**config.mk**
```make
export PLATFORM = sky130hd
export DESIGN_NAME = matte_alpha_edge_feather_core
export DESIGN_NICKNAME = d
export VERILOG_FILES = /design/src/mafe_pkg.sv /design/src/mafe_front.sv /design/src/mafe_queue.sv /design/src/mafe_back.sv /design/src/matte_alpha_edge_feather_core.sv
export SDC_FILE = /design/constraint.sdc
export NUM_CORES = 2
export LEC_CHECK = 0
export ABC_CLOCK_PERIOD_IN_PS = 6800
export BUFFER_PORTS_ARGS = -buffer_cell sky130_fd_sc_hd__buf_2
export CAP_MARGIN = 20
export CORE_ASPECT_RATIO = 1.25
export CORE_MARGIN = 2
export CORE_UTILIZATION = 35
export CTS_BUF_LIST = sky130_fd_sc_hd__clkbuf_2 sky130_fd_sc_hd__clkbuf_4 sky130_fd_sc_hd__clkbuf_8
export CTS_CLUSTER_DIAMETER = 30
export CTS_CLUSTER_SIZE = 24
export DETAILED_ROUTE_END_ITERATION = 8
export PLACE_DENSITY = 0.57
export REMOVE_ABC_BUFFERS = 1
export SYNTH_ARGS = -nofsm -noshare
export SYNTH_HDL_FRONTEND = slang
export SYNTH_SLANG_ARGS = --single-unit
```
**constraint.sdc**
```tcl
create_clock -name clk -period 6.8 [get_ports clk]
set_input_delay 1.02 -clock clk [delete_from_list [all_inputs] [get_ports clk]]
set_output_delay 1.02 -clock clk [all_outputs]
set_load 0.02 [all_outputs]
```
**src/mafe_pkg.sv**
```systemverilog
// Types, constants and helper functions shared by the matte alpha core
package mafe_pkg;

  localparam int MAX_DIM = 4096;
  localparam int DIM_W   = 13;
  localparam int CNT_W   = 12;
  localparam int BAND_W  = 5;
  localparam int PROD_W  = 13;
  localparam int RECIP_W = 19;
  localparam int RECIP_SHIFT = 18;

  localparam int QDEPTH  = 4;
  localparam int QPTR_W  = 2;
  localparam int QCNT_W  = 3;

  localparam logic [1:0] REG_FRAME_WIDTH  = 2'd0;
  localparam logic [1:0] REG_FRAME_HEIGHT = 2'd1;
  localparam logic [1:0] REG_MASK_ENABLE  = 2'd2;

  localparam logic [DIM_W-1:0] WIDTH_RESET  = 13'd640;
  localparam logic [DIM_W-1:0] HEIGHT_RESET = 13'd480;

  typedef struct packed {
    logic [7:0] fg_ch0;
    logic [7:0] fg_ch1;
    logic [7:0] fg_ch2;
    logic [7:0] bg_ch0;
    logic [7:0] bg_ch1;
    logic [7:0] bg_ch2;
    logic [7:0] mask_value;
  } pixel_t;

  typedef struct packed {
    logic [7:0] alpha;
    logic       frame_end;
  } result_t;

  // classified request handed from front to back
  typedef struct packed {
    logic [7:0]        alpha;
    logic [BAND_W-1:0] dx;
    logic [BAND_W-1:0] dy;
    logic [BAND_W-1:0] bw;
    logic [BAND_W-1:0] bh;
    logic              frame_end;
  } job_t;

  function automatic logic [DIM_W-1:0] clamp_dim(input logic [DIM_W-1:0] v);
    logic [DIM_W-1:0] r;
    if (v == '0) r = DIM_W'(1);
    else if (v > DIM_W'(MAX_DIM)) r = DIM_W'(MAX_DIM);
    else r = v;
    return r;
  endfunction

  // min(20, size/10), at least 1; size/10 via *205 >> 11, exact below 200
  function automatic logic [BAND_W-1:0] band_of(input logic [DIM_W-1:0] s);
    logic [15:0]       p;
    logic [BAND_W-1:0] b;
    p = 16'(s[7:0]) * 16'd205;
    if (s >= DIM_W'(200)) b = BAND_W'(20);
    else b = p[15:11];
    if (b == '0) b = BAND_W'(1);
    return b;
  endfunction

  function automatic logic [BAND_W-1:0] edge_dist(input logic [CNT_W-1:0] pos,
                                                  input logic [DIM_W-1:0] s,
                                                  input logic [BAND_W-1:0] band);
    logic [DIM_W-1:0] far;
    logic [DIM_W-1:0] d;
    logic [BAND_W-1:0] r;
    if ({1'b0, pos} >= s - DIM_W'(1)) far = '0;
    else far = s - DIM_W'(1) - {1'b0, pos};
    d = ({1'b0, pos} < far) ? {1'b0, pos} : far;
    r = (d > DIM_W'(band)) ? band : d[BAND_W-1:0];
    return r;
  endfunction

  function automatic logic [7:0] absdiff(input logic [7:0] a, input logic [7:0] b);
    return (a > b) ? a - b : b - a;
  endfunction

  function automatic logic [7:0] ramp(input logic [9:0] d);
    logic [9:0] t;
    logic [7:0] r;
    t = '0;
    if (d < 10'd10) begin
      r = '0;
    end else if (d < 10'd25) begin
      t = (d - 10'd10) << 2;
      r = t[7:0];
    end else if (d < 10'd35) begin
      t = (d - 10'd25) * 10'd20 + 10'd60;
      r = t[7:0];
    end else begin
      r = 8'd255;
    end
    return r;
  endfunction

  // ceil(2^18 / b); exact floor(n/b) for n below 13797
  function automatic logic [RECIP_W-1:0] recip(input logic [BAND_W-1:0] b);
    logic [RECIP_W-1:0] r;
    case (b)
      5'd1:    r = 19'd262144;
      5'd2:    r = 19'd131072;
      5'd3:    r = 19'd87382;
      5'd4:    r = 19'd65536;
      5'd5:    r = 19'd52429;
      5'd6:    r = 19'd43691;
      5'd7:    r = 19'd37450;
      5'd8:    r = 19'd32768;
      5'd9:    r = 19'd29128;
      5'd10:   r = 19'd26215;
      5'd11:   r = 19'd23832;
      5'd12:   r = 19'd21846;
      5'd13:   r = 19'd20165;
      5'd14:   r = 19'd18725;
      5'd15:   r = 19'd17477;
      5'd16:   r = 19'd16384;
      5'd17:   r = 19'd15421;
      5'd18:   r = 19'd14564;
      5'd19:   r = 19'd13798;
      5'd20:   r = 19'd13108;
      default: r = 19'd262144;
    endcase
    return r;
  endfunction

endpackage

```
**src/mafe_front.sv**
```systemverilog
// Front end: config registers, raster counters, distance ramp and edge classification
module mafe_front import mafe_pkg::*; (
  input  logic             clk,
  input  logic             rst,
  input  logic             cfg_we,
  input  logic [1:0]       cfg_index,
  input  logic [DIM_W-1:0] cfg_data,
  input  logic             in_valid,
  output logic             in_stall,
  input  pixel_t           in_data,
  input  logic             q_full,
  output logic             q_push,
  output job_t             job
);

  logic [DIM_W-1:0]  frame_width;
  logic [DIM_W-1:0]  frame_height;
  logic              mask_enable;
  logic [CNT_W-1:0]  column_count;
  logic [CNT_W-1:0]  column_count_next;
  logic [CNT_W-1:0]  row_count;
  logic [CNT_W-1:0]  row_count_next;

  logic [DIM_W-1:0]  w;
  logic [DIM_W-1:0]  h;
  logic [BAND_W-1:0] bw;
  logic [BAND_W-1:0] bh;
  logic [9:0]        chan_sum;
  logic              masked;
  logic              last_col;
  logic              last_row;

  assign in_stall = q_full;
  assign q_push   = in_valid && !q_full;

  always_comb begin
    w        = clamp_dim(frame_width);
    h        = clamp_dim(frame_height);
    bw       = band_of(w);
    bh       = band_of(h);
    chan_sum = 10'(absdiff(in_data.fg_ch0, in_data.bg_ch0))
             + 10'(absdiff(in_data.fg_ch1, in_data.bg_ch1))
             + 10'(absdiff(in_data.fg_ch2, in_data.bg_ch2));
    masked   = mask_enable && (in_data.mask_value == 8'd0);
    last_col = {1'b0, column_count} >= w - DIM_W'(1);
    last_row = {1'b0, row_count} >= h - DIM_W'(1);

    job.alpha     = masked ? 8'd0 : ramp(chan_sum);
    job.dx        = edge_dist(column_count, w, bw);
    job.dy        = edge_dist(row_count, h, bh);
    job.bw        = bw;
    job.bh        = bh;
    job.frame_end = last_col && last_row;

    if (last_col) begin
      column_count_next = '0;
      row_count_next    = last_row ? '0 : row_count + CNT_W'(1);
    end else begin
      column_count_next = column_count + CNT_W'(1);
      row_count_next    = row_count;
    end
  end

  always_ff @(posedge clk) begin
    if (rst) begin
      frame_width  <= WIDTH_RESET;
      frame_height <= HEIGHT_RESET;
      mask_enable  <= 1'b0;
      column_count <= '0;
      row_count    <= '0;
    end else begin
      if (cfg_we) begin
        case (cfg_index)
          REG_FRAME_WIDTH:  frame_width  <= cfg_data;
          REG_FRAME_HEIGHT: frame_height <= cfg_data;
          REG_MASK_ENABLE:  mask_enable  <= cfg_data[0];
          default: ;
        endcase
      end
      if (q_push) begin
        column_count <= column_count_next;
        row_count    <= row_count_next;
      end
    end
  end

endmodule

```
**src/mafe_queue.sv**
```systemverilog
// Short request queue between front and back
module mafe_queue import mafe_pkg::*; (
  input  logic clk,
  input  logic rst,
  input  logic push,
  input  job_t push_data,
  input  logic pop,
  output job_t head,
  output logic full,
  output logic empty
);

  job_t              slots [QDEPTH];
  logic [QPTR_W-1:0] wr_ptr;
  logic [QPTR_W-1:0] rd_ptr;
  logic [QCNT_W-1:0] count;

  assign full  = count == QCNT_W'(QDEPTH);
  assign empty = count == '0;
  assign head  = slots[rd_ptr];

  always_ff @(posedge clk) begin
    if (push) begin
      slots[wr_ptr] <= push_data;
    end
  end

  always_ff @(posedge clk) begin
    if (rst) begin
      wr_ptr <= '0;
      rd_ptr <= '0;
      count  <= '0;
    end else begin
      if (push) wr_ptr <= wr_ptr + QPTR_W'(1);
      if (pop)  rd_ptr <= rd_ptr + QPTR_W'(1);
      if (push && !pop) count <= count + QCNT_W'(1);
      else if (pop && !push) count <= count - QCNT_W'(1);
    end
  end

endmodule

```
**src/mafe_back.sv**
```systemverilog
// Back end: edge scaling by reciprocal multiply, minimum and output register
module mafe_back import mafe_pkg::*; (
  input  logic    clk,
  input  logic    rst,
  input  logic    q_empty,
  input  job_t    q_head,
  output logic    q_pop,
  output logic    out_valid,
  input  logic    out_stall,
  output result_t out_data
);

  logic              en;
  logic              s1_valid;
  logic [PROD_W-1:0] s1_px;
  logic [PROD_W-1:0] s1_py;
  logic [BAND_W-1:0] s1_bw;
  logic [BAND_W-1:0] s1_bh;
  logic              s1_end;
  logic              s2_valid;
  logic [7:0]        s2_qx;
  logic [7:0]        s2_qy;
  logic              s2_end;
  logic [31:0]       prod_x;
  logic [31:0]       prod_y;

  assign en    = !(out_valid && out_stall);
  assign q_pop = en && !q_empty;

  assign prod_x = 32'(s1_px) * 32'(recip(s1_bw));
  assign prod_y = 32'(s1_py) * 32'(recip(s1_bh));

  always_ff @(posedge clk) begin
    if (en) begin
      s1_px  <= PROD_W'(q_head.alpha) * PROD_W'(q_head.dx);
      s1_py  <= PROD_W'(q_head.alpha) * PROD_W'(q_head.dy);
      s1_bw  <= q_head.bw;
      s1_bh  <= q_head.bh;
      s1_end <= q_head.frame_end;
      s2_qx  <= prod_x[RECIP_SHIFT +: 8];
      s2_qy  <= prod_y[RECIP_SHIFT +: 8];
      s2_end <= s1_end;
      out_data.alpha     <= (s2_qx < s2_qy) ? s2_qx : s2_qy;
      out_data.frame_end <= s2_end;
    end
  end

  always_ff @(posedge clk) begin
    if (rst) begin
      s1_valid  <= 1'b0;
      s2_valid  <= 1'b0;
      out_valid <= 1'b0;
    end else if (en) begin
      s1_valid  <= !q_empty;
      s2_valid  <= s1_valid;
      out_valid <= s2_valid;
    end
  end

endmodule

```
**src/matte_alpha_edge_feather_core.sv**
```systemverilog
// Top level of the matte alpha edge feather core
//
//   channel | dir | payload   | handshake
//   --------+-----+-----------+--------------------------
//   in      | in  | pixel_t   | in_valid / in_stall
//   out     | out | result_t  | out_valid / out_stall
//   cfg     | in  | 13b data  | cfg_we, cfg_index
//
// One pixel per cycle while neither in_stall nor out_stall holds the flow; an accepted
// request is written into the queue, then passes the product, reciprocal multiply
// and min stages into the output register.
// The back pipeline is held as a whole while a result waits under out_stall.
// in_stall rises only when the four-entry queue is full.
// rst clears counters, queue, stage valids and sets registers to 640/480/off.
module matte_alpha_edge_feather_core import mafe_pkg::*; (
  input  logic             clk,
  input  logic             rst,
  input  logic             cfg_we,
  input  logic [1:0]       cfg_index,
  input  logic [DIM_W-1:0] cfg_data,
  input  logic             in_valid,
  output logic             in_stall,
  input  pixel_t           in_data,
  output logic             out_valid,
  input  logic             out_stall,
  output result_t          out_data
);

  logic q_push;
  logic q_full;
  logic q_pop;
  logic q_empty;
  job_t push_job;
  job_t head_job;

  mafe_front u_front (
    .clk       (clk),
    .rst       (rst),
    .cfg_we    (cfg_we),
    .cfg_index (cfg_index),
    .cfg_data  (cfg_data),
    .in_valid  (in_valid),
    .in_stall  (in_stall),
    .in_data   (in_data),
    .q_full    (q_full),
    .q_push    (q_push),
    .job       (push_job)
  );

  mafe_queue u_queue (
    .clk       (clk),
    .rst       (rst),
    .push      (q_push),
    .push_data (push_job),
    .pop       (q_pop),
    .head      (head_job),
    .full      (q_full),
    .empty     (q_empty)
  );

  mafe_back u_back (
    .clk       (clk),
    .rst       (rst),
    .q_empty   (q_empty),
    .q_head    (head_job),
    .q_pop     (q_pop),
    .out_valid (out_valid),
    .out_stall (out_stall),
    .out_data  (out_data)
  );

endmodule

```
==> metrics <==
final hold slack=slightly above 400 ps; skew final=~32 ps; max cap viols=0; Tightest Hold Check Type=reg -> reg; Setup crit start kind=flop; die footprint=99400 um2; DP HPWL=61600 um; initial antenna violation count=2; Synth top cells by count=inv_1 (603), nand2_1 (507), fa_1 (423); pre-CTS setup slack=-604 ps; first-pass GRT wire length=~130000 um; Post-Route WL=76000 um; biggest area consumer among synthesized cells=fa_1; post-route antenna net violation count=0; required time worst endpoint=between 7000 and 8000 ps; Slew Limit Fails=0; Top FF cell, synth=edfxtp_1; most frequent CP cell=ha_4; worst vdd ir=between 500 and 600 uV; Critical Path Fanout Max=5; initial DRC count=973; largest net degree at the start of global routing=55; synth warn=0; sequential area share after synthesis=21.5%; Final nets=roughly 4700; EDFF count, synth=~180; Worst Max-Slew Pin Slew=approximately 920 ps; # hold bufs at CTS=0; GRT Residual Overflow=0; Core Util, Final=between 40% and 50%; drt via density=between 4 and 5; # H-tree levels=3; num rows=127; crit end category=flop; min cycle time layout=6750 ps; Clock Root Buffer=clkbuf_8; Cell Pwr Density=~530 nW/um2; Core Area=between 90000 and 100000 um2; GPL Wtd Cong=0.856; DR WL/cell=14.8 um; Area after DPL=approximately 37000 um2; Mapped Cells=3564; Slowest-stage cell, CP=a311o_2; crit path kind=reg -> reg; worst skew pair latency=roughly 640 ps; synth top area cells=fa_1 (25%), edfxtp_1 (15%), ha_1 (14%), inv_1 (6.7%), dfxtp_1 (6.0%); Yosys top cell area share=about a quarter; Layout Area Growth over Synthesis=15.8%; fin crit share=approximately 99%; CTS tree=yes; area of the mapped netlist=about 34000 um2; crit path DAT=just over 7000 ps; Final Setup Violations=0; Mean Syn Cell Area=around 9.5 um2; deepest clock path buffer count=3; Hold Vio Cnt, Final=0; Crit path largest cell delay=~440 ps; status=completed; most frequent cell after synthesis=inv_1; Slew HR=36.8%; layout cells sized above 1=around 15%; Pleak=around 18 nW; final setup margin=slightly below 50 ps; cts bufs inserted=~70; post-synth cell types=78; FF+latch count, synth=around 280; Initial Utilization=between 30 and 40%; # IOs=87; ys async rst share=0%; DR pass1 iterations=5; PortBufs=between 80 and 90; Sink Count=276; Worst-path clk slew=roughly 70 ps; Final Instance Area=a little under 40000 um2; total track usage=15.6%; DRC=0; die width=282 um; vias in the first global route=~26000; via count=24613; Die H=around 350 um; unrepaired setup endpoints after global routing=true; Peak Freq=between 100 and 150 MHz
[per-layer routing]
layer	wire [um]	track usage [%]	up-vias
met5	10	0	-
met3	2670	2.61	124
met1	32200	19.1	12085
met2	39400	27.7	361
met4	1720	4.39	2
li1	-	-	12041
[path summary, 6_finish.rpt]
path / from / to / slack, ps / cells past startpoint
max: u_front.frame_height[8] / u_queue.slots[0][14] / 50 / 35
min: u_back.s2_end / u_back.out_data[0] / 410 / 0
max reg2reg: u_front.frame_height[8] / u_queue.slots[0][14] / 50 / 35
min reg2reg: u_back.s2_end / u_back.out_data[0] / 410 / 0
[layout by cell type, fill, tap and decap left out, types with 11 or more instances in the layout]
master	Yosys	final
xor2_1	41	41
inv_1	603	599
nor4_1	16	12
ha_4	0	16
buf_4	0	198
mux2_2	27	23
xnor2_1	117	115
o21a_1	13	13
ha_1	389	370
nor2_1	104	103
fa_1	423	423
o21bai_1	26	26
and2_1	210	209
nand2b_1	30	27
clkbuf_8	0	70
mux2i_1	38	34
nand3b_1	16	16
mux4_2	28	28
buf_2	8	86
dfxtp_1	101	94
nand2_1	507	499
and3_1	13	11
o21ai_0	91	80
edfxtp_1	175	175
nor3_1	31	27
a21o_1	40	40
nand4_1	26	26
a21oi_1	148	137
o22ai_1	20	18
a21oi_2	1	12
nand3_1	39	37
nor2b_1	30	26
[logic make-up (layout without fill, tap and decap cells)]
kind of cell | Yosys count | after routing | share of synthesized area [%]
muxes | 96 | 96 | 4.01
DFF | 276 | 276 | 21.5
xor gates and xnor gates | 158 | 158 | 4.08
other | 0 | 1 | 0
buffers and inverters | 727 | 1017 | 8.08
adders and majority gates | 812 | 812 | 39.3
and+or+nand+nor | 1049 | 1049 | 14.7
AOI/OAI and AO/OA | 446 | 446 | 8.31
[critical path: cells and delay by family, from the launching register on]
kind,cells,cell delay [ps]
buf+inv,4,460
flops,1,320
simple gates,8,1140
compound gates,17,2920
mux,2,710
fa+ha+maj,4,960
[what timing repair did]
item                       CTS  global route
gates resized for setup     34           101
setup buffers               12            20
pin swaps                   18            53
setup endpoints to repair   40            41
[final cells by class]
type,instances,area [um2]
antenna,1,2.50
clock buffer,75,1000
clock inverter,48,551
fill,9561,56700
inverter,603,2260
multi-input combinational,2561,24500
sequential,276,7290
tap,1290,1610
timing repair buffer,291,2010
[report_power, final]
part | leakage [nW] | internal (mW) | switching (mW)
Combinational | 14.8 | 6.94 | 8.16
Sequential | 2.52 | 2.73 | 0.722
Clock | 0.794 | 1.34 | 0.921
Total | 18.1 | 11.0 | 9.80
[stage by stage]
stage | power (mW) | std cells | TNS, ps
4_1_cts | 21.1 | 5124 | 0
3_3_place_gp | 18.3 | 4989 | -9720
3_5_place_dp | 18.6 | 4989 | -15440
5_1_grt | 23.5 | 5145 | -8490
2_1_floorplan | 14.9 | 3440 | -32380
6_report | 20.8 | 5145 | 0
Power figures use the tool's default switching activity.
